### src/rtl/swm_pkg.sv
// Shared constants and types for the sliding window median filter.
// No dependencies; imported by every module of the block.
package swm_pkg;

    localparam int WINDOW_MAX_DEF  = 64;
    localparam int SAMPLE_BITS_DEF = 32;
    localparam int CFG_BITS        = 7;
    localparam int WIN_RESET       = 3;

    // Flags one cell hands to its right-hand neighbor.
    typedef struct packed {
        logic rm_seen;  // the leaving sample sits at this index or to the left
        logic occ;      // this slot is occupied once the leaving sample is squeezed out
        logic le;       // that slot's value is <= the incoming sample
    } t_link;

endpackage

### src/rtl/swm_cell.sv
// One cell of the sorted window: holds one sample and its age.
// Depends on swm_pkg (t_link); instantiated in a row by the top level.
module swm_cell import swm_pkg::*; #(
    parameter int SAMPLE_BITS = SAMPLE_BITS_DEF,
    parameter int AGE_BITS    = 6,
    parameter int CNT_BITS    = 7,
    parameter int IDX         = 0
) (
    input  logic                          i_clk,
    input  logic                          i_en,
    input  logic                          i_full,
    input  logic [CNT_BITS-1:0]           i_fill,
    input  logic [CNT_BITS-1:0]           i_keep,
    input  logic [AGE_BITS-1:0]           i_oldest,
    input  logic signed [SAMPLE_BITS-1:0] i_sample,
    input  t_link                         i_link,
    input  logic signed [SAMPLE_BITS-1:0] i_next_val,
    input  logic [AGE_BITS-1:0]           i_next_age,
    input  logic signed [SAMPLE_BITS-1:0] i_prev_val,
    input  logic [AGE_BITS-1:0]           i_prev_age,
    output t_link                         o_link,
    output logic signed [SAMPLE_BITS-1:0] o_cur_val,
    output logic [AGE_BITS-1:0]           o_cur_age,
    output logic signed [SAMPLE_BITS-1:0] o_val,
    output logic [AGE_BITS-1:0]           o_age
);

    logic signed [SAMPLE_BITS-1:0] r_val, n_val;
    logic [AGE_BITS-1:0]           r_age, n_age;
    logic                          occ_here, cur_occ, leaving, rm_seen, le, prev_gt;
    logic signed [SAMPLE_BITS-1:0] cur_val;
    logic [AGE_BITS-1:0]           cur_age;

    always_comb begin
        occ_here = CNT_BITS'(IDX) < i_fill;
        cur_occ  = CNT_BITS'(IDX) < i_keep;
        leaving  = i_full && occ_here && (r_age == i_oldest);
        rm_seen  = i_link.rm_seen | leaving;
        // squeeze out the leaving sample: right of it, take the neighbor's value
        cur_val  = rm_seen ? i_next_val : r_val;
        cur_age  = rm_seen ? i_next_age : r_age;
        le       = cur_val <= i_sample;
        prev_gt  = i_link.occ && !i_link.le;

        if (cur_occ && le) begin
            n_val = cur_val;
            n_age = cur_age + AGE_BITS'(1);
        end else if (prev_gt) begin
            n_val = i_prev_val;
            n_age = i_prev_age + AGE_BITS'(1);
        end else begin
            n_val = i_sample;
            n_age = '0;
        end
    end

    always_ff @(posedge i_clk) begin
        if (i_en) begin
            r_val <= n_val;
            r_age <= n_age;
        end
    end

    assign o_link    = '{rm_seen: rm_seen, occ: cur_occ, le: le};
    assign o_cur_val = cur_val;
    assign o_cur_age = cur_age;
    assign o_val     = r_val;
    assign o_age     = r_age;

endmodule

### config.mk
export PLATFORM = sky130hd
export DESIGN_NAME = swm_cell
export DESIGN_NICKNAME = d
export VERILOG_FILES = /design/src/rtl/swm_pkg.sv /design/src/rtl/swm_cell.sv
export SDC_FILE = /design/constraint.sdc
export NUM_CORES = 1
export LEC_CHECK = 0
export BUFFER_PORTS_ARGS = -buffer_cell sky130_fd_sc_hd__buf_2
export CAP_MARGIN = 20
export CORE_ASPECT_RATIO = 2
export CORE_UTILIZATION = 49
export CTS_CLUSTER_DIAMETER = 50
export DETAILED_ROUTE_END_ITERATION = 10
export MAX_ROUTING_LAYER = met4
export PLACE_DENSITY = 0.88
export SLEW_MARGIN = 10
export SYNTH_ARGS = -nofsm -noshare
export SYNTH_HDL_FRONTEND = slang
export SYNTH_SLANG_ARGS = --single-unit
### constraint.sdc
create_clock -name i_clk -period 8.7 [get_ports i_clk]
set_input_delay 1.74 -clock i_clk [delete_from_list [all_inputs] [get_ports i_clk]]
set_output_delay 1.74 -clock i_clk [all_outputs]
set_load 0.02 [all_outputs]
==> results.toml <==
[run_status]
status = "finished clean"

[final_layout]
fillers = 583
antennaDiodeCount = 0
area_growth_pct = 33.5
mostFrequentLayoutCells = "buf_2, mux2_2, nand2_1"
final_area_um2 = 4890
drive_gt1_share_pct = 50.9
final_common_cell = "buf_2"
fin_util_pct = 67.3
fin_nets = 740

[cts]
htreeDepth = 2
clk_pin_slew_ps = 60
cts_tree = "done"
cts-root-buf = "clkbuf_16"
ctsResizeCount = 0
cts_setup_buffers = 0
hold_buffers = 0
cts_sinks = 38
clk_latency_ps = 290
cts_inserted_buffers = 5
clockBufferDepth = 2

[pwr]
p_leak_nw = 2.42
power.density_nw_per_um2 = 178
ir_worst_vdd_mv = 0.116

[sta]
setup_violations = 0
finalHoldViolCount = 0
slew_headroom_pct = 38.3
drv_slew = 0
finClkSkew_ps = 7.66
fin_setup_tns_ps = 0
worstMarginPinSlew_ps = 926
post-route-min-period_ps = 7610
grt_setup_unrepaired = "no"
finalCritPeriodShare_pct = 87.5
clock.fmax_mhz = 131

[setup_path]
critical_path_arrival_ps = 5870
crit_path_start_kind = "input port"
timing.critical_path.from = "i_fill[4]"
criticalPathCategory = "in2out"
r2r_start = "o_age[4]"
r2r_slack_ps = 3410
worstPathRequired_ps = 6960
r2r.worst_path.cells = 14
path_max_fanout = 20
worstReg2RegEnd = "o_val[30]"
crit_path_end_kind = "primary output"

[placement]
portBuffers = 212
gp_congestion = 0.912
dpl_cell_area_um2 = 4730
dp_hpwl_um = 8410

[detailed_routing]
dr.first_iter.drc_count = 163
drc = 0
ant_nets = 0
routed_wirelength_um = 10700
wl_per_cell_um = 16.0
vias = 3570
first_pass_iters = 4
routed_via_density = 5.38

[min_path]
timing.hold.worst_path_depth = 2
hold_start = "o_val[0]"
hold_path_class = "reg2reg"
whs_endpoint = "o_val[0]"

[synthesis]
seq_area_frac_synth_pct = 31.2
ys_ff_latch = 38
netlist.area_leader.share_pct = 31.2
syn_avg_cell_area_um2 = 9.95
ys_warn_count = 0
synth_cell_types = 35
syn_inst = 368
syn_nets = 536
synth.top_cells.by_area = "edfxtp_1, mux2_2, ha_1"
yosysTopAreaCell = "edfxtp_1"
syn_area_um2 = 3660

[floorplanning]
rows = 44
dieArea_um2 = 7840
start_util_pct = 50.4
dieHeight_um = 124
die_w_um = 63.1
top_level_ports = 213
core_um2 = 7270

[global_routing]
busiest_layer = "met2"
grt.met2_usage_pct = 52.4
grt_antenna_before_repair = 0
grt_overflow = 0
grt_pass1_wl_um = 16600
grt_util_all_layers_pct = 27.9
use_met1_pct = 25.3
use_met3_pct = 4.04
grt_max_degree = 70
grt_pass1_vias = 3690

[job]
max_cap_viol_count = 0
[through the flow]
stage	cells	hold WS (ps)	worst slack [ps]	total power, mW
finish	664	709	1090	0.868
global route	664	770	828	0.910
CTS	664	707	1050	0.870
detailed placement	657	693	1070	0.664
global placement	657	673	1140	0.651
floorplan	368	814	1750	0.549
[worst max path at each step]
stage,endpoint,slack [ps]
global placement,o_link[0],1140
finish,o_link[0],1090
detailed placement,o_link[0],1070
floorplan,o_link[0],1750
global route,o_link[0],830
CTS,o_link[0],1050
[metal layers]
layer	vias to the layer above	wire length, um
li1	1730	-
met1	1631	3700
met2	172	5970
met3	37	506
met4	0	473
met5	-	0
[final cells by class]
type | count | area, um2 | share of cell area, %
multi-input combinational | 274 | 2240 | 45.9
clock inverter | 2 | 33.8 | 0.691
timing repair buffer | 216 | 1090 | 22.3
tap | 92 | 115 | 2.36
clock buffer | 5 | 125 | 2.56
sequential | 38 | 1140 | 23.3
inverter | 37 | 139 | 2.84
[critical path: stages]
cell and delay (ps):
buf_2 100, or4_1 530, nor4_2 220, nor4_2 120
a31oi_4 640, buf_4 390, mux2_2 400, ha_1 330
nand4_1 130, nor3_1 290, inv_1 100, o311a_1 400
or2_2 300, buf_2 160
[cell families after synthesis]
logic type      synth area share (%)
compound gates                  9.85
xor+xnor                        4.07
fa+ha+maj                       11.6
buf+inv                         7.97
flops                           31.2
mux                             24.5
simple gates                    10.8
[sequential cells by signal (all words and copies together) (netlist names)]
| register | flops |
|---|---|
| o_val | 32 |
| o_age | 6 |
[synthesized netlist by cell type]
cell type  number
a2111o_1        1
a21oi_1        15
a221oi_1        1
a31oi_4         1
and3_1          1
buf_12          2
buf_4           5
buf_6           4
clkbuf_1        8
edfxtp_1       38
ha_1           34
inv_1          37
mux2_1          6
mux2_2         51
mux2_4         11
mux2i_1         9
nand2_1        50
nand2b_1        1
nand3_1        11
nand4_1         8
nor2_1          1
nor2b_1         2
nor3_1          3
nor4_1          1
nor4_2          2
o211a_1         2
o211ai_1        1
o21ai_0        38
o21ai_2         1
o21bai_1        1
o311a_1         1
or2_2           2
or4_1           2
xnor2_1        12
xor2_1          5
[power by group]
group,total [mW],switching (mW),internal [mW]
clock network,0.206,0.0736,0.133
registers,0.265,0.0191,0.245
logic,0.397,0.220,0.177
Power figures use the tool's default switching activity.
